$ cat config.mk
export PLATFORM = sky130hd
export DESIGN_NAME = mtdm_div_stage
export DESIGN_NICKNAME = d
export VERILOG_FILES = /design/src/design/mtdm_pkg.sv /design/src/design/mtdm_div_stage.sv
export SDC_FILE = /design/constraint.sdc
export NUM_CORES = 1
export LEC_CHECK = 0
export ABC_CLOCK_PERIOD_IN_PS = 5300
export CAP_MARGIN = 10
export CORE_AREA = 5 5 197 199
export CTS_BUF_LIST = sky130_fd_sc_hd__clkbuf_4 sky130_fd_sc_hd__clkbuf_8 sky130_fd_sc_hd__clkbuf_16
export CTS_CLUSTER_SIZE = 8
export DETAILED_ROUTE_END_ITERATION = 16
export DIE_AREA = 0 0 202 204
export DONT_BUFFER_PORTS = 1
export PLACE_DENSITY = 0.51
export SYNTH_ARGS = -nofsm -noshare
export SYNTH_HDL_FRONTEND = slang
export SYNTH_SLANG_ARGS = --single-unit
$ cat constraint.sdc
create_clock -name i_clk -period 5.3 [get_ports i_clk]
set_input_delay 0.795 -clock i_clk [delete_from_list [all_inputs] [get_ports i_clk]]
set_output_delay 0.795 -clock i_clk [all_outputs]
set_load 0.01 [all_outputs]
$ cat src/design/mtdm_pkg.sv
// shared types and constants for the mecanum and tank drive mixer
`default_nettype none

package mtdm_pkg;

    function automatic int imax(input int a, input int b);
        return (a > b) ? a : b;
    endfunction

    localparam int FRAC_BITS = 14;
    localparam int IN_W      = 16;
    localparam int OUT_W     = 16;
    localparam int PROD_W    = 2 * IN_W;
    localparam int SQ_W      = PROD_W - FRAC_BITS + 1;
    localparam int CW_W      = IN_W;
    localparam int WHEEL_W   = imax(SQ_W, CW_W) + 2;
    localparam int MAG_W     = WHEEL_W;
    localparam int Q_W       = FRAC_BITS + 1;
    localparam int CMP_W     = imax(MAG_W, FRAC_BITS + 1) + 1;
    localparam int CALC_W    = imax(WHEEL_W, Q_W + 1) + 1;
    localparam int LANES     = 4;
    localparam int FRONT_STG = 5;
    localparam int N_STG     = FRONT_STG + Q_W + 1;

    localparam logic [CMP_W-1:0] ONE_CMP = CMP_W'(1) << FRAC_BITS;

    localparam int MODE_W     = 2;
    localparam int MASK_W     = 6;
    localparam int CFG_IDX_W  = 1;
    localparam int CFG_DATA_W = 6;

    localparam logic [MODE_W-1:0] MODE_MECANUM     = 2'd0;
    localparam logic [MODE_W-1:0] MODE_TANK        = 2'd1;
    localparam logic [MODE_W-1:0] MODE_BACK_EXTEND = 2'd2;

    localparam logic [CFG_IDX_W-1:0] REG_DRIVE_MODE  = 1'd0;
    localparam logic [CFG_IDX_W-1:0] REG_INVERT_MASK = 1'd1;

    localparam int LANE_FL    = 0;
    localparam int LANE_RL    = 1;
    localparam int LANE_FR    = 2;
    localparam int LANE_RR    = 3;
    localparam int MASK_LEFT  = 4;
    localparam int MASK_RIGHT = 5;

    typedef struct packed {
        logic [MODE_W-1:0] mode;
        logic [MASK_W-1:0] mask;
    } t_cfg;

    typedef struct packed {
        logic                      neg;
        logic signed [WHEEL_W-1:0] wheel;
        logic [MAG_W-1:0]          rem;
        logic                      nxt;
        logic [Q_W-1:0]            quo;
    } t_lane;

    typedef struct packed {
        logic                    norm;
        logic [MAG_W-1:0]        mx;
        t_lane [LANES-1:0]       lane;
    } t_div;

endpackage

`default_nettype wire

$ cat src/design/mtdm_div_stage.sv
// one restoring divide step for all four wheels
`default_nettype none

module mtdm_div_stage
    import mtdm_pkg::*;
(
    input  wire logic i_clk,
    input  wire logic i_en,
    input  wire t_div i_div,
    output t_div      o_div
);

    t_div             r_div;
    t_div             n_div;
    logic [MAG_W:0]   trial [LANES];
    logic             ge [LANES];

    always_comb begin
        n_div = i_div;
        for (int l = 0; l < LANES; l++) begin
            trial[l] = {i_div.lane[l].rem, i_div.lane[l].nxt};
            ge[l]    = (trial[l] >= {1'b0, i_div.mx});
            n_div.lane[l].rem = ge[l] ? MAG_W'(trial[l] - {1'b0, i_div.mx})
                                      : trial[l][MAG_W-1:0];
            n_div.lane[l].quo = {i_div.lane[l].quo[Q_W-2:0], ge[l]};
            n_div.lane[l].nxt = 1'b0;
        end
    end

    always_ff @(posedge i_clk) begin
        if (i_en) begin
            r_div <= n_div;
        end
    end

    assign o_div = r_div;

endmodule

`default_nettype wire

== Yosys cells after proc, flatten, opt, wreduce, memory -nomap -nowiden ==
Cells that the tools add are included.

* Bits of input ports: 260
* Register bits: 254

* Mux-type cells: 4
* $lt $le $gt $ge: 4
* Add/sub/neg operators: 4

{| class="wikitable"
|+ Operators with widths
! kind !! count
|-
| >= comparator 22 x 21 -> 1 bit || 4
|-
| 2-to-1 mux 21 bit || 4
|-
| subtractor 21 bit || 4
|}

== Logic depth before layout (Yosys ltp) ==
* Depth after elaboration: 2
* Depth in mapped cells: 12

== Worst setup path before layout ==
Ideal clock, no wire load.

* Path type: input -> register
* Start point: in i_div[243] (netlist name)
* End point: reg r_div, in the netlist o_div[18], data pin
* Cell stages on the path: 10
* Data arrival time: 3,205 ps
* Path slack: 1,835 ps
* Library setup time: 260 ps
* Cell sequence: inv_1 ha_1 a21o_1 a221o_1 a221oi_2 o21ai_2 a41o_1 a31oi_4 buf_12 mux2_4

{| class="wikitable"
|+ RTL lines
! what !! RTL line !! source
|-
| from (decl) || mtdm_div_stage.sv:9 || <nowiki>input wire t_div i_div,</nowiki>
|-
| to (signal assigned) || mtdm_div_stage.sv:32 || <nowiki>r_div <= n_div;</nowiki>
|-
| to (decl) || mtdm_div_stage.sv:13 || <nowiki>t_div r_div;</nowiki>
|}

==> results.toml <==
[hold_path]
hold_path.class = "input port to register"
worstHoldPathCells = 0

[power]
powerDensity_mw_per_mm2 = 389
p_leak_nw = 5.44
total_power_mw = 5.68
irDropWorstVdd_uv = 228

[grt]
grt_pass1_vias = 8194
antenna_found_initial = 3
grt_max_degree = 255
grt_pass1_wl_mm = 60.4
grt_use_total = 0.203
grt-ovfl-total = 0

[detailed_routing]
wirelength_mm = 44.6
num_vias = 8269
post-route-drc-count = 0
drt-vias-per-instance = 5.52
ant_nets = 0
firstDrtPassIters = 5
drt_iter0_drc = 415
routedWlPerCell_um = 29.8

[sta]
setup_viol = 0
final-hold-violation-count = 0
setup_tns_ns = 0
finalCritPeriodShare = 0.709
holdWs_ns = 0.349
max_clock_freq_ghz = 0.266
worst_slew_pin_slew_ns = 0.957
drv_slew = 0
period_needed_ns = 3.76
relSlewSlack = 0.357
rsz0062_at_grt = "no"

[place]
placed_cells = 1449
placedInstanceArea_mm2 = 0.0135
hpwl_mm = 33.7
portBuffers = 0
place_congestion = 0.856

[cts]
cts.sinks = 254
clk_path_buf_depth = 3
post_cts_resized = 0
cts_buffers = 38
cts_setup_buffers = 0
cts.hold.buffers_added = 0
root_buffer = "clkbuf_16"
cts_max_level = 2
path_clk_slew_ns = 0.06
cts_tree = "built"

[floorplan]
core-area_mm2 = 0.0370
start_util = 0.351
die_h_um = 204
dieArea_mm2 = 0.0412
die_w_um = 202
num_rows = 71
num_io_pins = 518

[synth]
synth_area_per_cell_um2 = 13.1
synth-async-reset-ratio = 0
ys_seq_area_frac = 0.586
synthFlopType = "edfxtp_1"
synth.cell_area_mm2 = 0.0130
synthCells = 994
synth_edf_count = 254
yosys_warnings = 0
synth_cell_types = 63
synth_seq_cells = 254

[worst_setup_path]
criticalPathCategory = "input port to register"
slowest_stage = "a31oi_4"
critPathMaxFanout = 13
arrival_ns = 4.04
end_kind = "register"
max_stage_delay_ns = 0.52
crit_chain = "inv_1 -> ha_1 -> and3_1 -> a221o_1 -> a221oi_2 -> o21ai_2 -> a41o_1 -> a31oi_4 -> buf_4 -> mux2_4"
start_kind = "input port"
required_ns = 5.58

[job]
maxCapViolCount = 0

[cells_and_area]
nFillCells = 3444
drive_gt1_frac = 0.119
stdcell_area_mm2 = 0.0146
largest_reg_flops = 254
fin_cells = 1498
fin_nets = 1363
syn_to_final_growth_pct = 12.0

[run_status]
outcome = "finished clean"
[worst max-delay path, delay by kind of cell]
family / cells / cell delay (ns)
adder cells (fa/ha/maj): 1 / 0.37
AO/OA/AOI/OAI: 5 / 1.69
multiplexers: 1 / 0.32
AND/OR/NAND/NOR: 1 / 0.23
buffers and inverters: 2 / 0.63
[where the power goes]
part	internal [mW]	switching [mW]
Sequential	2.50	0.251
Clock	1.33	0.844
Combinational	0.349	0.409
Total	4.17	1.50
[through the flow]
| stage | util | worst slack (ns) |
|---|---|---|
| 2_1_floorplan | - | 1.83 |
| 3_3_place_gp | 0.365 | 0.964 |
| 3_5_place_dp | 0.365 | 0.982 |
| 4_1_cts | 0.393 | 1.56 |
| 5_1_grt | 0.393 | 1.42 |
| 6_report | 0.393 | 1.54 |
[final timing paths]
kind                       start        end
worst max-delay path  i_div[244]  o_div[23]
worst min-delay path    i_div[7]   o_div[8]
[synth_stat cells (9+ instances only)]
cell,count,area share
a21oi_1,61,0.023
ha_1,84,0.081
nand3_1,18,0.0069
clkbuf_1,17,0.0049
mux2_4,17,0.020
a211oi_1,16,0.0092
a21o_1,26,0.015
xnor2_1,39,0.026
and3_1,9,0.0043
a31oi_1,9,0.0043
xor2_1,21,0.014
nand4_1,9,0.0043
inv_1,50,0.014
nand2_1,61,0.018
edfxtp_1,254,0.59
o21ai_0,54,0.021
nor2_1,48,0.014
nor3_1,16,0.0062
o21a_1,14,0.0081
mux2_2,44,0.038
o211ai_1,10,0.0058
[layer usage]
metal / track usage / routed length (µm) / vias to the layer above
li1: - / - / 3844
met1: 0.217 / 16300 / 3984
met2: 0.344 / 21700 / 371
met3: 0.0992 / 4910 / 66
met4: 0.0859 / 1670 / 4
met5: 0 / 27 / -
[cell type report]
cell class | instances | area [µm²] | area share
inverters | 50 | 188 | 0.0129
flip-flops and latches | 254 | 7630 | 0.523
multi-input cells | 665 | 5070 | 0.348
well taps | 474 | 593 | 0.0407
diodes | 1 | 2.50 | 0.000172
clock inverters | 5 | 43.8 | 0.00300
clock buffers | 43 | 1010 | 0.0690
repair buffers | 6 | 45.0 | 0.00309
[cell families after synthesis]
family,synth area share
AOI/OAI and AO/OA,0.125
xor gates and xnor gates,0.0404
adders and majority gates,0.0869
buffers and inverters,0.0271
DFF,0.586
muxes,0.0615
other,0.000288
and+or+nand+nor,0.0732
[placed cells by master, fill, tap and decap left out, drive strengths merged, types with 8 or more instances in the layout]
master and count:
edfxtp 254, ha 84, nand2 61, a21oi 61, mux2 61, o21ai 57
inv 50, nor2 48, clkbuf 43, xnor2 39, a21o 26, xor2 21
nand3 18, a211oi 16, nor3 16, o21a 14, o211ai 10, a31oi 10
nand4 9, and3 9, nor2b 8
Note: power is estimated with default switching activity, not from simulation.
