### config.mk
export PLATFORM = sky130hd
export DESIGN_NAME = mtdm_out
export DESIGN_NICKNAME = d
export VERILOG_FILES = /design/src/design/mtdm_pkg.sv /design/src/design/mtdm_out.sv
export SDC_FILE = /design/constraint.sdc
export NUM_CORES = 1
export LEC_CHECK = 0
export ABC_CLOCK_PERIOD_IN_PS = 3830
export CORE_AREA = 2 2 130 132
export CTS_BUF_LIST = sky130_fd_sc_hd__clkbuf_2 sky130_fd_sc_hd__clkbuf_4 sky130_fd_sc_hd__clkbuf_8
export CTS_CLUSTER_DIAMETER = 100
export DETAILED_ROUTE_END_ITERATION = 12
export DIE_AREA = 0 0 132 134
export DONT_BUFFER_PORTS = 1
export PLACE_DENSITY = 0.73
export SLEW_MARGIN = 5
export SYNTH_ARGS = -nofsm -noshare
export SYNTH_HDL_FRONTEND = slang
export SYNTH_SLANG_ARGS = --single-unit
### constraint.sdc
create_clock -name i_clk -period 3.83 [get_ports i_clk]
set_input_delay 0 -clock i_clk [delete_from_list [all_inputs] [get_ports i_clk]]
set_output_delay 0 -clock i_clk [all_outputs]
set_load 0.1 [all_outputs]
### src/design/mtdm_pkg.sv
// shared types and constants for the mecanum and tank drive mixer
`default_nettype none

package mtdm_pkg;

    function automatic int imax(input int a, input int b);
        return (a > b) ? a : b;
    endfunction

    localparam int FRAC_BITS = 14;
    localparam int IN_W      = 16;
    localparam int OUT_W     = 16;
    localparam int PROD_W    = 2 * IN_W;
    localparam int SQ_W      = PROD_W - FRAC_BITS + 1;
    localparam int CW_W      = IN_W;
    localparam int WHEEL_W   = imax(SQ_W, CW_W) + 2;
    localparam int MAG_W     = WHEEL_W;
    localparam int Q_W       = FRAC_BITS + 1;
    localparam int CMP_W     = imax(MAG_W, FRAC_BITS + 1) + 1;
    localparam int CALC_W    = imax(WHEEL_W, Q_W + 1) + 1;
    localparam int LANES     = 4;
    localparam int FRONT_STG = 5;
    localparam int N_STG     = FRONT_STG + Q_W + 1;

    localparam logic [CMP_W-1:0] ONE_CMP = CMP_W'(1) << FRAC_BITS;

    localparam int MODE_W     = 2;
    localparam int MASK_W     = 6;
    localparam int CFG_IDX_W  = 1;
    localparam int CFG_DATA_W = 6;

    localparam logic [MODE_W-1:0] MODE_MECANUM     = 2'd0;
    localparam logic [MODE_W-1:0] MODE_TANK        = 2'd1;
    localparam logic [MODE_W-1:0] MODE_BACK_EXTEND = 2'd2;

    localparam logic [CFG_IDX_W-1:0] REG_DRIVE_MODE  = 1'd0;
    localparam logic [CFG_IDX_W-1:0] REG_INVERT_MASK = 1'd1;

    localparam int LANE_FL    = 0;
    localparam int LANE_RL    = 1;
    localparam int LANE_FR    = 2;
    localparam int LANE_RR    = 3;
    localparam int MASK_LEFT  = 4;
    localparam int MASK_RIGHT = 5;

    typedef struct packed {
        logic [MODE_W-1:0] mode;
        logic [MASK_W-1:0] mask;
    } t_cfg;

    typedef struct packed {
        logic                      neg;
        logic signed [WHEEL_W-1:0] wheel;
        logic [MAG_W-1:0]          rem;
        logic                      nxt;
        logic [Q_W-1:0]            quo;
    } t_lane;

    typedef struct packed {
        logic                    norm;
        logic [MAG_W-1:0]        mx;
        t_lane [LANES-1:0]       lane;
    } t_div;

endpackage

`default_nettype wire

### src/design/mtdm_out.sv
// output stage: quotient or raw wheel, inversion and saturation
`default_nettype none

module mtdm_out
    import mtdm_pkg::*;
(
    input  wire logic                    i_clk,
    input  wire logic                    i_en,
    input  wire t_cfg                    i_cfg,
    input  wire t_div                    i_div,
    output logic [LANES-1:0][OUT_W-1:0]  o_drive
);

    localparam logic signed [CALC_W-1:0] SAT_HI = CALC_W'((1 << (OUT_W - 1)) - 1);
    localparam logic signed [CALC_W-1:0] SAT_LO = -CALC_W'(1 << (OUT_W - 1));

    logic [LANES-1:0][OUT_W-1:0]  r_drive;
    logic [LANES-1:0][OUT_W-1:0]  n_drive;
    logic signed [CALC_W-1:0]     q_s [LANES];
    logic signed [CALC_W-1:0]     val [LANES];
    logic signed [CALC_W-1:0]     fin [LANES];
    logic                         inv [LANES];
    logic                         mecanum;

    assign mecanum = (i_cfg.mode == MODE_MECANUM);

    always_comb begin
        for (int l = 0; l < LANES; l++) begin
            q_s[l] = CALC_W'($signed({1'b0, i_div.lane[l].quo}));
            if (i_div.norm) begin
                val[l] = i_div.lane[l].neg ? -q_s[l] : q_s[l];
            end else begin
                val[l] = CALC_W'(i_div.lane[l].wheel);
            end
            if (mecanum) begin
                inv[l] = i_cfg.mask[l];
            end else begin
                inv[l] = (l < 2) ? i_cfg.mask[MASK_LEFT] : i_cfg.mask[MASK_RIGHT];
            end
            fin[l] = inv[l] ? -val[l] : val[l];
            if (fin[l] > SAT_HI) begin
                n_drive[l] = SAT_HI[OUT_W-1:0];
            end else if (fin[l] < SAT_LO) begin
                n_drive[l] = SAT_LO[OUT_W-1:0];
            end else begin
                n_drive[l] = fin[l][OUT_W-1:0];
            end
        end
    end

    always_ff @(posedge i_clk) begin
        if (i_en) begin
            r_drive <= n_drive;
        end
    end

    assign o_drive = r_drive;

endmodule

`default_nettype wire

# == Word level (Yosys, flattened, before mapping) ==
# Index checks and enable logic that the tools add are counted.
# word_totals
word_cells,41
ramBits,0
latchBits,0
n_memories,0
mem_bits_ro,0
input_bits,268
regBits,64
# classes
n_mux,20
addsub,8
n_shift,0
mul,0
n_eq_ne,0
order_cmp,8
reduce_logical,1
bitwise_logic,0
div_mod_pow,0
# op_table
op,count
22-bit two-way mux,12
22-bit by 16-bit > comparator with 1-bit output (second input constant),4
22-bit by 16-bit less-than comparator with 1-bit output (second input constant),4
15-bit negation with 22-bit output,4
22-bit negation,4
16-bit two-way mux,4
1-bit two-way mux,4
2-bit logical NOT,1

# == Logic depth before layout (Yosys ltp) ==
# depth
ltp_word,7
mapped_depth,22
ltp_nobuf,14

# == Worst setup path before layout ==
# Ideal clock, no wire load.
# synth_timing
path_kind,in2reg
from,input i_div[257] in the netlist's numbering
to,"register r_drive (netlist bit o_drive[11]), data pin"
setup_time_ps,263
slack_ps,-398
arrival_time_ps,3965
path_stages,22
n_path_buf,12
cell_sequence,buf_6 buf_6 buf_6 buf_6 buf_8 buf_6 buf_6 buf_2 clkbuf_1 clkbuf_1 buf_1 mux2i_1 ha_1 and2_1 nand3b_4 or3_1 o41ai_2 xnor2_1 nand4_1 o21ai_4 buf_6 o21ai_1
# synth_between
elab_chain_cells,5
word_cells_on_any_way,6
# synth_rtl
item,line_no,text
start: declaration,mtdm_out.sv:10,"input wire t_div i_div,"
22-bit two-way mux (*),mtdm_out.sv:30,if (i_div.norm) begin
22-bit negation,mtdm_out.sv:40,fin[l] = inv[l] ? -val[l] : val[l];
22-bit two-way mux (*),mtdm_out.sv:40,
22-bit by 16-bit less-than comparator with 1-bit output,mtdm_out.sv:43,end else if (fin[l] < SAT_LO) begin
16-bit two-way mux,mtdm_out.sv:43,
end signal: assignment,mtdm_out.sv:53,r_drive <= n_drive;
end: declaration,mtdm_out.sv:17,logic [LANES-1:0][OUT_W-1:0] r_drive;
# Mark *: on every way between the ends. The rest lies on a longest branch, timed or not.
# A chain may end at the register's enable or synchronous reset.

# == Worst setup path after layout ==
# layout_timing
from,input i_div[0] in the netlist's numbering
to,"register r_drive (netlist bit o_drive[11]), data pin"
# layout_between
elab_chain_cells,7
word_cells_on_any_way,8
# layout_rtl
item,line_no,text
15-bit negation with 22-bit output,mtdm_out.sv:31,val[l] = i_div.lane[l].neg ? -q_s[l] : q_s[l];
22-bit two-way mux (*),mtdm_out.sv:31,
22-bit two-way mux (*),mtdm_out.sv:30,
22-bit negation,mtdm_out.sv:40,
22-bit two-way mux (*),mtdm_out.sv:40,
22-bit by 16-bit less-than comparator with 1-bit output,mtdm_out.sv:43,
16-bit two-way mux,mtdm_out.sv:43,
# Marks and branches as above.

==> metrics list <==
- Outcome: finished clean
- Core Rows: 47
* CP Launch Point: i_div[0]
- Critical setup path kind: in2reg
- No sink is reached through more buffers than the 2 on the longest clock path.
- Summing all placed instances gives a cell area of 7850 um2.
- For this run, the register share of the synthesized area comes to 25.1%.
- Worst EP arrival: 3.27 ns
- Post-CTS setup buffers: 0
- Yosys mapped the design onto 95 distinct sky130hd cell types.
* Top area cells in the synthesized netlist: sky130_fd_sc_hd__edfxtp_1 25%, sky130_fd_sc_hd__xnor2_1 6.1%, sky130_fd_sc_hd__xor2_1 4.9%
- The die is 132 um wide.
* Number of cells on the critical path: 12
* Starting Density: 47.1%
- The internal power of the cells totals 0.00157 W.
- In this run, flip-flops and latches consume 55.1% of the power.
- Before antenna repair, the detailed router went through 7 iterations.
- The HPWL after detailed placement is 16600 um.
- Clock-pin slew was measured on the worst setup and hold paths at 0.08 ns.
- Headroom to the max-slew limit came out at 32.5%.
- The signal on the critical path passes through inv_1, ha_1, or4b_2, o41ai_1, a21oi_1, o221ai_2, a21oi_1, a41oi_1, xor2_1, nor4_2, a21oi_2, o21ai_1.
- STA classifies the critical path endpoint as a flop.
* Share of the clock period used by the worst path: 83.4%
- Average via count per standard cell: 6.37
- Final worst slack: 0.635 ns
- The worst-case IR drop observed on VDD is 0.311 mV.
* Resized cells post-CTS: 0
- Worst slack at placement: 0.287 ns
* Dominant delay contributor by cell family on the critical path: compound AO/OA/AOI/OAI gates
* Classification of the worst-slack hold path: in2reg
- Number of top-level pins: 332
- After floorplanning, the core was sized to cover 16300 um2.
- Among all cell types in the netlist, the one instantiated most often is sky130_fd_sc_hd__nor2_1.
- Number of placed instances with taps included: 1136
- Setup violations remaining at the end of the flow were counted as 0.
- Number of enable-type register cells in the synthesized netlist: 64
- Entering global routing, the biggest net connects 152 pins.
- Routability-driven placement finished with a final weighted congestion of 0.921.
- Number of inserted filler cells in the final layout: 1560
- Switching power as a share of total power: 49.4%
- Relative to the synthesized area, the layout overhead comes to 6.06%.
- Cts hold-fix bufs: 7
- Max Fanout on Critical Path: 15
- Cells after Synth: 940
- Together, buffers and inverters on the worst path number 1.
* Root buffer cell: sky130_fd_sc_hd__clkbuf_8
* RSZ-0062 raised after global routing: no
- Dividing the detail-routed wire length by the instance count gives 18.8 um.
- Cells fill 49.9% of the core in the end.
- The share of synthesized area in the top cell type comes to 25.1%.
- Net load switching power: 0.00153 W
* Clock net sink count: 64
* Detailed Route WL: 21800 um
* Number of buffers created by CTS: 9
- The number of antenna diodes in the final layout is 0.
* Clk pwr share: 19.2%
* Cell type of the slowest stage on the worst timing path: sky130_fd_sc_hd__or4b_2
* Timing-limited maximum frequency: 313 MHz
- First DRT Iteration DRCs: 487
- Net count after synthesis: 1216
- Comb power frac: 25.7%
- After synthesis the cells add up to 7660 um2.
- The register with the most flip-flops in the layout has 64 of them.
* Floorplan die height: 134 um
- For this run, asynchronously set or reset flops after synthesis account for 0%.
* Final non-filler cell area: 8130 um2
* Residual DRC count: 0
* Average cell area after synthesis: 8.15 um2
- In this run the most critical hold path is launched from i_en.
- During synthesis, Yosys emitted a total of 0 warnings.
- The most used flip-flop cell after synthesis is sky130_fd_sc_hd__edfxtp_1.
- The final number of max-transition violations was 0.
* Power Density: 382 nW/um2
* Antenna violations before repair: 0
- First-pass GRT wire length: 34500 um
* Vias post-DR: 7384
* CTS H-tree depth: 3
- Via count of the first global-routing pass: 6784
- Clock tree from TritonCTS: built
- Sequential cell area: 1920 um2
- Along the worst hold path, the cell count comes to 1.
- The post-route netlist has 10.8% of its cells at a drive strength greater than 1.
* Library cell appearing most often on the critical path: sky130_fd_sc_hd__a21oi_1
- Counting flops and latches in the post-synthesis netlist gives 64.
- Net count, final: 1210
- The commonest cells after synthesis are 82 x sky130_fd_sc_hd__nor2_1, 64 x sky130_fd_sc_hd__edfxtp_1, 61 x sky130_fd_sc_hd__a21oi_1.
* Post-route antenna net violation count: 0
- Period minus WS final: 3.20 ns
* Overall track demand over capacity in global routing: 24.0%
* Count of final hold-check violations: 0
* Remaining global-route overflow: 0
- The tool flagged a number of max-cap violations equal to 0.
- The largest total area in the synthesized netlist belongs to sky130_fd_sc_hd__edfxtp_1.
- For this design the static power due to leakage is 2.72 nW.
- Max stage delay on crit path: 0.66 ns
* Setup crit start kind: input port
- Data on the critical path is required at its endpoint by 3.90 ns.
- Port bufs: 0
- Post-route non-filler standard cell count: 1159
- TNS Setup: 0 ns
* Worst Hold Path EP: o_drive[53]
* Slew at the pin closest to its max-slew limit: 1.00 ns
- Total die area: 17700 um2
- The multi-input combinational cells in the finished layout cover a total of 5340 um2.
## power by group through the flow
stage               clock network (W)  logic (W)  registers, W
finish                       0.000596   0.000796       0.00171
global route                 0.000632   0.000887       0.00172
CTS                          0.000606   0.000791       0.00171
detailed placement                  0   0.000764       0.00172
global placement                    0   0.000752       0.00172
floorplan                           0   0.000667       0.00170
## placed cells by master, fill, tap and decap left out, types with 5 or more instances in the layout
cell / netlist / layout
sky130_fd_sc_hd__nor3_1: 53 / 53
sky130_fd_sc_hd__o41ai_1: 5 / 5
sky130_fd_sc_hd__clkbuf_8: 0 / 9
sky130_fd_sc_hd__nand3_1: 20 / 20
sky130_fd_sc_hd__or3_1: 10 / 10
sky130_fd_sc_hd__nor2b_1: 13 / 13
sky130_fd_sc_hd__a21oi_2: 11 / 11
sky130_fd_sc_hd__nor4_1: 10 / 10
sky130_fd_sc_hd__nor3_2: 6 / 6
sky130_fd_sc_hd__inv_1: 28 / 28
sky130_fd_sc_hd__nand2b_1: 16 / 16
sky130_fd_sc_hd__and2_1: 11 / 11
sky130_fd_sc_hd__nand2_1: 49 / 49
sky130_fd_sc_hd__a22oi_1: 6 / 6
sky130_fd_sc_hd__a31oi_1: 29 / 29
sky130_fd_sc_hd__o2111ai_1: 5 / 5
sky130_fd_sc_hd__o21ai_0: 55 / 55
sky130_fd_sc_hd__o21ai_1: 52 / 52
sky130_fd_sc_hd__o31ai_1: 14 / 14
sky130_fd_sc_hd__and3_1: 7 / 7
sky130_fd_sc_hd__dlygate4sd3_1: 0 / 6
sky130_fd_sc_hd__edfxtp_1: 64 / 64
sky130_fd_sc_hd__and4_1: 5 / 5
sky130_fd_sc_hd__mux2i_1: 19 / 19
sky130_fd_sc_hd__or4_1: 6 / 6
sky130_fd_sc_hd__a41oi_1: 10 / 10
sky130_fd_sc_hd__a21oi_1: 61 / 61
sky130_fd_sc_hd__buf_4: 1 / 25
sky130_fd_sc_hd__xor2_1: 43 / 43
sky130_fd_sc_hd__nand4_1: 15 / 15
sky130_fd_sc_hd__xnor2_1: 53 / 53
sky130_fd_sc_hd__nor2_1: 82 / 82
sky130_fd_sc_hd__ha_1: 8 / 8
sky130_fd_sc_hd__o41ai_2: 5 / 5
sky130_fd_sc_hd__nand3b_1: 8 / 8
sky130_fd_sc_hd__a22o_1: 6 / 6
## metal layers
layer | wire (um) | GRT usage (%) | vias up
met3 | 2260 | 7.14 | 30
met2 | 9800 | 38.3 | 329
met1 | 9270 | 31.1 | 3423
met5 | 0 | 0 | -
li1 | - | - | 3602
met4 | 492 | 8.15 | 0
## through the flow
stage	hold slack, ns	total power, W
finish	0.0290	0.00310
global route	0.0411	0.00324
CTS	0.0197	0.00311
detailed placement	0.119	0.00249
global placement	0.117	0.00248
floorplan	0.112	0.00237
## area by class of cell
class | count | area share, %
tap | 220 | 3.39
clock inverter | 4 | 0.554
sequential | 64 | 23.6
multi-input combinational | 797 | 65.6
timing repair buffer | 33 | 3.63
clock buffer | 12 | 1.80
inverter | 29 | 1.34
## worst max path at each step
| stage | endpoint | slack [ns] |
|---|---|---|
| detailed placement | o_drive[11] | 0.29 |
| global placement | o_drive[7] | 0.36 |
| CTS | o_drive[11] | 0.68 |
| finish | o_drive[11] | 0.63 |
| global route | o_drive[11] | 0.33 |
| floorplan | o_drive[11] | 0.01 |
## kinds of logic after synthesis
group	after synthesis	synth area share (%)
buf+inv	79	5.31
simple gates	349	25.8
compound gates	324	29.0
flops	64	25.1
fa+ha+maj	8	1.31
mux	20	2.63
xor+xnor	96	11.0
Note: power is estimated with default switching activity, not from simulation.
