[src/design/mtdm_pkg.sv]
// shared types and constants for the mecanum and tank drive mixer
`default_nettype none

package mtdm_pkg;

    function automatic int imax(input int a, input int b);
        return (a > b) ? a : b;
    endfunction

    localparam int FRAC_BITS = 14;
    localparam int IN_W      = 16;
    localparam int OUT_W     = 16;
    localparam int PROD_W    = 2 * IN_W;
    localparam int SQ_W      = PROD_W - FRAC_BITS + 1;
    localparam int CW_W      = IN_W;
    localparam int WHEEL_W   = imax(SQ_W, CW_W) + 2;
    localparam int MAG_W     = WHEEL_W;
    localparam int Q_W       = FRAC_BITS + 1;
    localparam int CMP_W     = imax(MAG_W, FRAC_BITS + 1) + 1;
    localparam int CALC_W    = imax(WHEEL_W, Q_W + 1) + 1;
    localparam int LANES     = 4;
    localparam int FRONT_STG = 5;
    localparam int N_STG     = FRONT_STG + Q_W + 1;

    localparam logic [CMP_W-1:0] ONE_CMP = CMP_W'(1) << FRAC_BITS;

    localparam int MODE_W     = 2;
    localparam int MASK_W     = 6;
    localparam int CFG_IDX_W  = 1;
    localparam int CFG_DATA_W = 6;

    localparam logic [MODE_W-1:0] MODE_MECANUM     = 2'd0;
    localparam logic [MODE_W-1:0] MODE_TANK        = 2'd1;
    localparam logic [MODE_W-1:0] MODE_BACK_EXTEND = 2'd2;

    localparam logic [CFG_IDX_W-1:0] REG_DRIVE_MODE  = 1'd0;
    localparam logic [CFG_IDX_W-1:0] REG_INVERT_MASK = 1'd1;

    localparam int LANE_FL    = 0;
    localparam int LANE_RL    = 1;
    localparam int LANE_FR    = 2;
    localparam int LANE_RR    = 3;
    localparam int MASK_LEFT  = 4;
    localparam int MASK_RIGHT = 5;

    typedef struct packed {
        logic [MODE_W-1:0] mode;
        logic [MASK_W-1:0] mask;
    } t_cfg;

    typedef struct packed {
        logic                      neg;
        logic signed [WHEEL_W-1:0] wheel;
        logic [MAG_W-1:0]          rem;
        logic                      nxt;
        logic [Q_W-1:0]            quo;
    } t_lane;

    typedef struct packed {
        logic                    norm;
        logic [MAG_W-1:0]        mx;
        t_lane [LANES-1:0]       lane;
    } t_div;

endpackage

`default_nettype wire

[src/design/mtdm_front.sv]
// front stages: magnitudes, signed squares, wheel mixing and largest magnitude
`default_nettype none

module mtdm_front
    import mtdm_pkg::*;
(
    input  wire logic                   i_clk,
    input  wire logic [FRONT_STG-1:0]   i_en,
    input  wire t_cfg                   i_cfg,
    input  wire logic signed [IN_W-1:0] i_strafe_x,
    input  wire logic signed [IN_W-1:0] i_left_y,
    input  wire logic signed [IN_W-1:0] i_turn_x,
    input  wire logic signed [IN_W-1:0] i_right_y,
    output t_div                        o_div
);

    function automatic logic [IN_W-1:0] in_mag(input logic signed [IN_W-1:0] v);
        return v[IN_W-1] ? IN_W'(~v + IN_W'(1)) : IN_W'(v);
    endfunction

    function automatic logic signed [SQ_W-1:0] sq_signed(input logic [IN_W-1:0] a,
                                                         input logic neg);
        logic [PROD_W-1:0]       prod;
        logic signed [SQ_W-1:0]  s;
        prod = PROD_W'(a) * PROD_W'(a);
        s    = $signed({1'b0, prod[PROD_W-1:FRAC_BITS]});
        return neg ? -s : s;
    endfunction

    logic mecanum;

    // stage a
    logic [IN_W-1:0]          r_a_sx_mag, r_a_ly_mag, r_a_ry_mag;
    logic                     r_a_sx_neg, r_a_ly_neg, r_a_ry_neg;
    logic signed [CW_W-1:0]   r_a_cw;
    logic signed [IN_W+1:0]   tx_e, ncw, cw_full;

    // stage b
    logic signed [SQ_W-1:0]   r_b_right, r_b_fwd, r_b_rv;
    logic signed [CW_W-1:0]   r_b_cw;

    // stage c
    logic signed [WHEEL_W-1:0] r_c_wheel [LANES];
    logic signed [WHEEL_W-1:0] n_c_wheel [LANES];
    logic signed [WHEEL_W-1:0] fwd_e, right_e, cw_e, rv_e;

    // stage d
    logic signed [WHEEL_W-1:0] r_d_wheel [LANES];
    logic [MAG_W-1:0]          r_d_mag [LANES];
    logic [MAG_W-1:0]          n_d_mag [LANES];
    logic [MAG_W-1:0]          r_d_m01, r_d_m23;

    // stage e
    t_div                      r_e;
    t_div                      n_e;
    logic [MAG_W-1:0]          mx;

    assign mecanum = (i_cfg.mode == MODE_MECANUM);

    // -0.75 scaling, truncated toward zero
    always_comb begin
        tx_e    = (IN_W+2)'(i_turn_x);
        ncw     = -(tx_e + (tx_e <<< 1));
        cw_full = ncw[IN_W+1] ? ((ncw + (IN_W+2)'(3)) >>> 2) : (ncw >>> 2);
    end

    always_ff @(posedge i_clk) begin
        if (i_en[0]) begin
            r_a_sx_mag <= in_mag(i_strafe_x);
            r_a_ly_mag <= in_mag(i_left_y);
            r_a_ry_mag <= in_mag(i_right_y);
            r_a_sx_neg <= i_strafe_x[IN_W-1];
            r_a_ly_neg <= i_left_y[IN_W-1];
            r_a_ry_neg <= i_right_y[IN_W-1];
            r_a_cw     <= CW_W'(cw_full);
        end
    end

    always_ff @(posedge i_clk) begin
        if (i_en[1]) begin
            r_b_right <= sq_signed(r_a_sx_mag, r_a_sx_neg);
            r_b_fwd   <= sq_signed(r_a_ly_mag, r_a_ly_neg);
            r_b_rv    <= sq_signed(r_a_ry_mag, r_a_ry_neg);
            r_b_cw    <= r_a_cw;
        end
    end

    always_comb begin
        fwd_e   = WHEEL_W'(r_b_fwd);
        right_e = WHEEL_W'(r_b_right);
        cw_e    = WHEEL_W'(r_b_cw);
        rv_e    = WHEEL_W'(r_b_rv);
        if (mecanum) begin
            n_c_wheel[LANE_FL] = fwd_e + cw_e + right_e;
            n_c_wheel[LANE_RL] = fwd_e + cw_e - right_e;
            n_c_wheel[LANE_FR] = fwd_e - cw_e - right_e;
            n_c_wheel[LANE_RR] = fwd_e - cw_e + right_e;
        end else begin
            n_c_wheel[LANE_FL] = fwd_e;
            n_c_wheel[LANE_RL] = fwd_e;
            n_c_wheel[LANE_FR] = rv_e;
            n_c_wheel[LANE_RR] = rv_e;
        end
    end

    always_ff @(posedge i_clk) begin
        if (i_en[2]) begin
            r_c_wheel <= n_c_wheel;
        end
    end

    always_comb begin
        for (int l = 0; l < LANES; l++) begin
            n_d_mag[l] = r_c_wheel[l][WHEEL_W-1] ? MAG_W'(-r_c_wheel[l])
                                                 : MAG_W'(r_c_wheel[l]);
        end
    end

    always_ff @(posedge i_clk) begin
        if (i_en[3]) begin
            r_d_wheel <= r_c_wheel;
            r_d_mag   <= n_d_mag;
            r_d_m01   <= (n_d_mag[0] > n_d_mag[1]) ? n_d_mag[0] : n_d_mag[1];
            r_d_m23   <= (n_d_mag[2] > n_d_mag[3]) ? n_d_mag[2] : n_d_mag[3];
        end
    end

    // divider set-up: remainder starts at mag/2, the low bit shifts in first
    always_comb begin
        mx        = (r_d_m01 > r_d_m23) ? r_d_m01 : r_d_m23;
        n_e.mx    = mx;
        n_e.norm  = mecanum && (CMP_W'(mx) > ONE_CMP);
        for (int l = 0; l < LANES; l++) begin
            n_e.lane[l].neg   = r_d_wheel[l][WHEEL_W-1];
            n_e.lane[l].wheel = r_d_wheel[l];
            n_e.lane[l].rem   = r_d_mag[l] >> 1;
            n_e.lane[l].nxt   = r_d_mag[l][0];
            n_e.lane[l].quo   = '0;
        end
    end

    always_ff @(posedge i_clk) begin
        if (i_en[4]) begin
            r_e <= n_e;
        end
    end

    assign o_div = r_e;

endmodule

`default_nettype wire

[config.mk]
export PLATFORM = sky130hd
export DESIGN_NAME = mtdm_front
export DESIGN_NICKNAME = d
export VERILOG_FILES = /design/src/design/mtdm_pkg.sv /design/src/design/mtdm_front.sv
export SDC_FILE = /design/constraint.sdc
export NUM_CORES = 2
export LEC_CHECK = 0
export BUFFER_PORTS_ARGS = -buffer_cell sky130_fd_sc_hd__buf_2
export CAP_MARGIN = 15
export CORE_MARGIN = 3
export CORE_UTILIZATION = 60
export DETAILED_ROUTE_END_ITERATION = 8
export PLACE_DENSITY = 0.79
export SLEW_MARGIN = 20
export SYNTH_ARGS = -nofsm -noshare
export SYNTH_HDL_FRONTEND = slang
export SYNTH_SLANG_ARGS = --single-unit
export TNS_END_PERCENT = 20
[constraint.sdc]
create_clock -name i_clk -period 12.1 [get_ports i_clk]
set_input_delay 0.605 -clock i_clk [delete_from_list [all_inputs] [get_ports i_clk]]
set_output_delay 0.605 -clock i_clk [all_outputs]
set_load 0.02 [all_outputs]
# == Yosys cells after proc, flatten, opt, wreduce, memory -nomap -nowiden ==
# Index checks and enable logic that the tools add are counted.
# word_totals
ff_bits,628
in_bits,78
output_inout_bits,258
wordCells,96
# op_classes
addsub,19
n_mul,3
magnitude_cmp,4
mux,15
bitwise_logic,3
n_reduce_logical,2
# op_table
cell,count
2-to-1 mux 21 bit,7
multiplier 16 x 16 -> 32 bit,3
2-to-1 mux 84 bit,1
negator 21 bit,4
> comparator 21 bit,3
2-to-1 mux 15 bit,4
negator 18 -> 19 bit,3
2-to-1 mux 18 bit,3
adder 16 x 2 -> 16 bit (second input constant),3
NOT 16 bit,3
adder 20 x 19 -> 21 bit,2
subtractor 20 x 19 -> 21 bit,2
> comparator 21 x 15 -> 1 bit (second input constant),1
adder 19 x 16 -> 20 bit,1
subtractor 19 x 16 -> 20 bit,1
adder 16 x 17 -> 18 bit,1
adder 18 x 3 -> 18 bit (second input constant),1
negator 18 bit,1
logical NOT 2 bit,1
logical AND 1 bit,1

# == Depth between registers and ports, before layout ==
# depth
depth_word,4
depth_mapped,29

# == Worst setup path before layout ==
# OpenSTA, ideal clock, no wires.
# synth_timing
path_kind,reg2reg
from,reg r_a_sx_mag[1]
to,reg r_b_right[15] (data pin)
arrival_ns,7.107
slack_ns,4.729
path_stages_with_launch,26
path_buffers,3
synth_period_minus_slack_ns,7.371
cell_sequence,edfxtp_1 -> clkbuf_1 -> clkbuf_1 -> nand2_1 -> fa_1 -> inv_1 -> fa_1 -> fa_1 -> fa_1 -> fa_1 -> inv_1 -> fa_1 -> inv_1 -> ha_1 -> clkbuf_1 -> nand3_1 -> nor2_1 -> a221o_1 -> or2_1 -> xnor2_1 -> nand2b_1 -> or2_0 -> or3_1 -> or4_1 -> o31ai_1 -> xnor2_1
# synth_via
elab_chain_len,3
# synth_rtl
element,line_no,source
start: declaration,mtdm_front.sv:33,"logic [IN_W-1:0] r_a_sx_mag, r_a_ly_mag, r_a_ry_mag;"
start signal: assignment,mtdm_front.sv:69,r_a_sx_mag <= in_mag(i_strafe_x);
multiplier 16 x 16 -> 32 bit *,mtdm_front.sv:25,prod = PROD_W'(a) * PROD_W'(a);
negator 18 -> 19 bit,mtdm_front.sv:27,return neg ? -s : s;
2-to-1 mux 18 bit *,mtdm_front.sv:27,
end signal: assignment,mtdm_front.sv:81,"r_b_right <= sq_signed(r_a_sx_mag, r_a_sx_neg);"
end: declaration,mtdm_front.sv:39,"logic signed [SQ_W-1:0] r_b_right, r_b_fwd, r_b_rv;"
# Every way passes the cells marked *; elsewhere a longest branch is shown, timed or not.
# A chain may end at the register's enable or synchronous reset.

# == Final worst setup path ==
# layout_timing
from,reg r_a_sx_mag[9]
to,reg r_b_right[17] (data pin)
# The elaborated chain is that of the path after synthesis.

==> results.yml <==
place:
  hpwl_um: 91600
  port_buffers: 265
  gp_congestion: 0.970
yosys:
  ys_seq_area_frac: 0.344
  synthMuxAreaShare: 0.0156
  synthAdderAreaFrac: 0.307
  synth_top_family_by_area: "adder cells"
  avgSynthCellArea_sq_um: 10.7
  syn_inst: 4973
  synth-main-ff-cell: "edfxtp_1"
  synth_xor_area_frac: 0.0573
  synth_compound_area_frac: 0.0902
  yosysWarnings: 0
  synth-edff-count: 608
  yosys.area_share.simple: 0.103
  synthArstFlopShare: 0
  synth_area_sq_um: 53100
  synth-seq-cells: 608
  synth.distinct_cells: 85
detailed_routing:
  route.detailed.drc: 0
  vias: 35400
  wl_um: 115000
  wire_per_inst_um: 18.0
  antenna_left: 0
  drtIter0Drc: 2667
  vias_per_cell: 5.55
  firstDrtPassIters: 6
critical_path:
  slowest_delay_ns: 0.68
  crit_path_max_fanout: 17
  cp_top_family: "adder cells"
  worstSetupPathType: "reg -> reg"
  crit_required_ns: 12.47
  slowest_stage: "edfxtp_1"
  ff2ff_setup_slack_ns: 3.96
  arrival_ns: 8.50
  critPathLaunchType: "flip-flop"
  r2r-start: "r_a_sx_mag[9]"
  end_kind: "flip-flop"
  reg2reg_depth: 25
  critPathBufInv: 6
  r2r-end: "r_b_right[17]"
grt:
  grt_pass1_vias: 36000
  antenna_found_initial: 0
  grt.overflow.total: 0
  grt_max_degree: 113
  grt_usage: 0.253
  grt_pass1_wl_um: 184000
status:
  status: "completed"
clock_tree:
  clockBufferDepth: 3
  clkSinkCount: 608
  hold_buffers: 0
  htreeDepth: 3
  insertion_delay_ns: 0.63
  postCtsSetupBuffers: 0
  post_cts_resized: 0
  numCtsBuffers: 67
  tritoncts: "yes"
  cts.clk_slew.worst_paths_ns: 0.06
  cts_root_buffer: "clkbuf_16"
floorplan:
  dieArea_sq_um: 92000
  core-area_sq_um: 87300
  initial_core_util: 0.608
  std_cell_rows: 108
  die_h_um: 303
  pin_count: 336
  die_x_um: 303
layout:
  layout-drive-gt1-share: 0.0927
  nets: 6257
  diodes: 0
  syn_to_final_growth_pct: 8.03
  fillers: 6648
  fin_util: 0.657
worst_hold_path:
  min_from: "i_left_y[0]"
  worst_hold_path.num_cells: 1
  min_path_type: "in -> reg"
  hold-path-endpoint: "r_a_ly_mag[0]"
sta:
  slew_headroom: 0.266
  fin_tns_setup_ns: 0
  hold_violations: 0
  tightest_slew_ns: 1.10
  fmax_mhz: 123
  rsz0062_at_grt: "false"
  fin_crit_ns: 8.14
  period_share: 0.672
  drv_slew: 0
  clock_skew_ns: 0.0444
  finalSetupViolCount: 0
job:
  cap_violations: 0
how the worst max path moves through the flow:
stage                        startpoint       endpoint  slack, ns  cells past startpoint
final                     r_a_sx_mag[9]  r_b_right[17]       3.96                     25
after global routing      r_a_sx_mag[9]  r_b_right[17]       3.50                     25
after detailed placement  r_a_sx_mag[9]  r_b_right[17]       4.01                     25
after CTS                 r_a_sx_mag[9]  r_b_right[18]       4.00                     26
after floorplan           r_a_sx_mag[1]  r_b_right[15]       4.73                     25
after global placement    r_a_sx_mag[9]  r_b_right[17]       4.09                     25
layout make-up:
| class | count | area [sq um] | area share |
|---|---|---|---|
| tap | 1155 | 1450 | 0.0252 |
| multi-input combinational | 3335 | 30700 | 0.535 |
| clock inverter | 46 | 507 | 0.00884 |
| clock buffer | 75 | 1710 | 0.0298 |
| inverter | 884 | 3320 | 0.0579 |
| sequential | 608 | 18300 | 0.318 |
| timing repair buffer | 273 | 1410 | 0.0246 |
per-stage QoR:
| stage | cell area, sq um | instances | setup slack (ns) | hold WS, ns |
|---|---|---|---|---|
| after floorplan | 53300 | 5036 | 4.73 | 0.400 |
| after global placement | 55100 | 6255 | 4.09 | 0.401 |
| after detailed placement | 55100 | 6255 | 4.01 | 0.405 |
| after CTS | 57300 | 6376 | 4.00 | 0.137 |
| after global routing | 57300 | 6376 | 3.50 | 0.167 |
| final | 57300 | 6376 | 3.96 | 0.184 |
cell usage after synthesis (15+ instances only):
cell type	count	area [sq um]
inv_1	884	3320
edfxtp_1	608	18300
ha_1	520	6510
fa_1	490	9810
nand2_1	380	1430
xnor2_1	244	2140
nor2_1	199	747
o21ai_0	191	956
a21oi_1	165	826
and2_1	152	951
clkbuf_1	128	480
xor2_1	103	902
a21o_1	75	563
buf_4	74	556
mux2_2	63	709
nor3_1	62	310
o31ai_1	55	413
nand2b_1	50	313
nand3_1	45	225
or3_1	39	244
o21a_1	34	255
nor2b_1	31	194
o21bai_1	30	225
a31oi_1	28	175
nand4_1	27	169
and3_1	25	156
or4_1	25	188
a211oi_1	17	128
or2_2	17	106
nor4_1	15	93.8
sequential cells by signal, summed over array words and instances (netlist names):
register and flops:
n_e 160, o_div 184, r_a_cw 16, r_a_ly_mag 16, r_a_ly_neg 1, r_a_ry_mag 16, r_a_ry_neg 1, r_a_sx_mag 16
r_a_sx_neg 1, r_b_cw 16, r_b_fwd 19, r_b_right 19, r_b_rv 19, r_c_wheel 82, r_d_m01 21, r_d_m23 21
cell families (layout without fill, tap and decap cells):
kind of cell               count (synthesis)  after routing
buffers and inverters                   1093           1278
muxes                                     75             75
other                                      1             64
and+or+nand+nor                         1104           1104
xor gates and xnor gates                 347            347
DFF                                      608            608
AOI/OAI and AO/OA                        735            735
adders and majority gates               1010           1010
layout by cell type, fill, tap and decap left out, drive strengths merged, types with 153 or more instances in the layout:
master,netlist,final
a21oi,165,165
and2,153,153
buf,81,272
edfxtp,608,608
fa,490,490
ha,520,520
inv,884,892
nand2,380,380
nor2,199,199
o21ai,194,194
xnor2,244,244
layer usage:
layer / routed length (um) / track usage
met4: 4530 / 0.0997
met3: 7030 / 0.0326
met1: 47900 / 0.339
met2: 55400 / 0.423
met5: 0 / 0
Power is left out: the tool's default activity adds up to more than one toggle a clock period on the data nets, which glitch-free logic cannot reach.
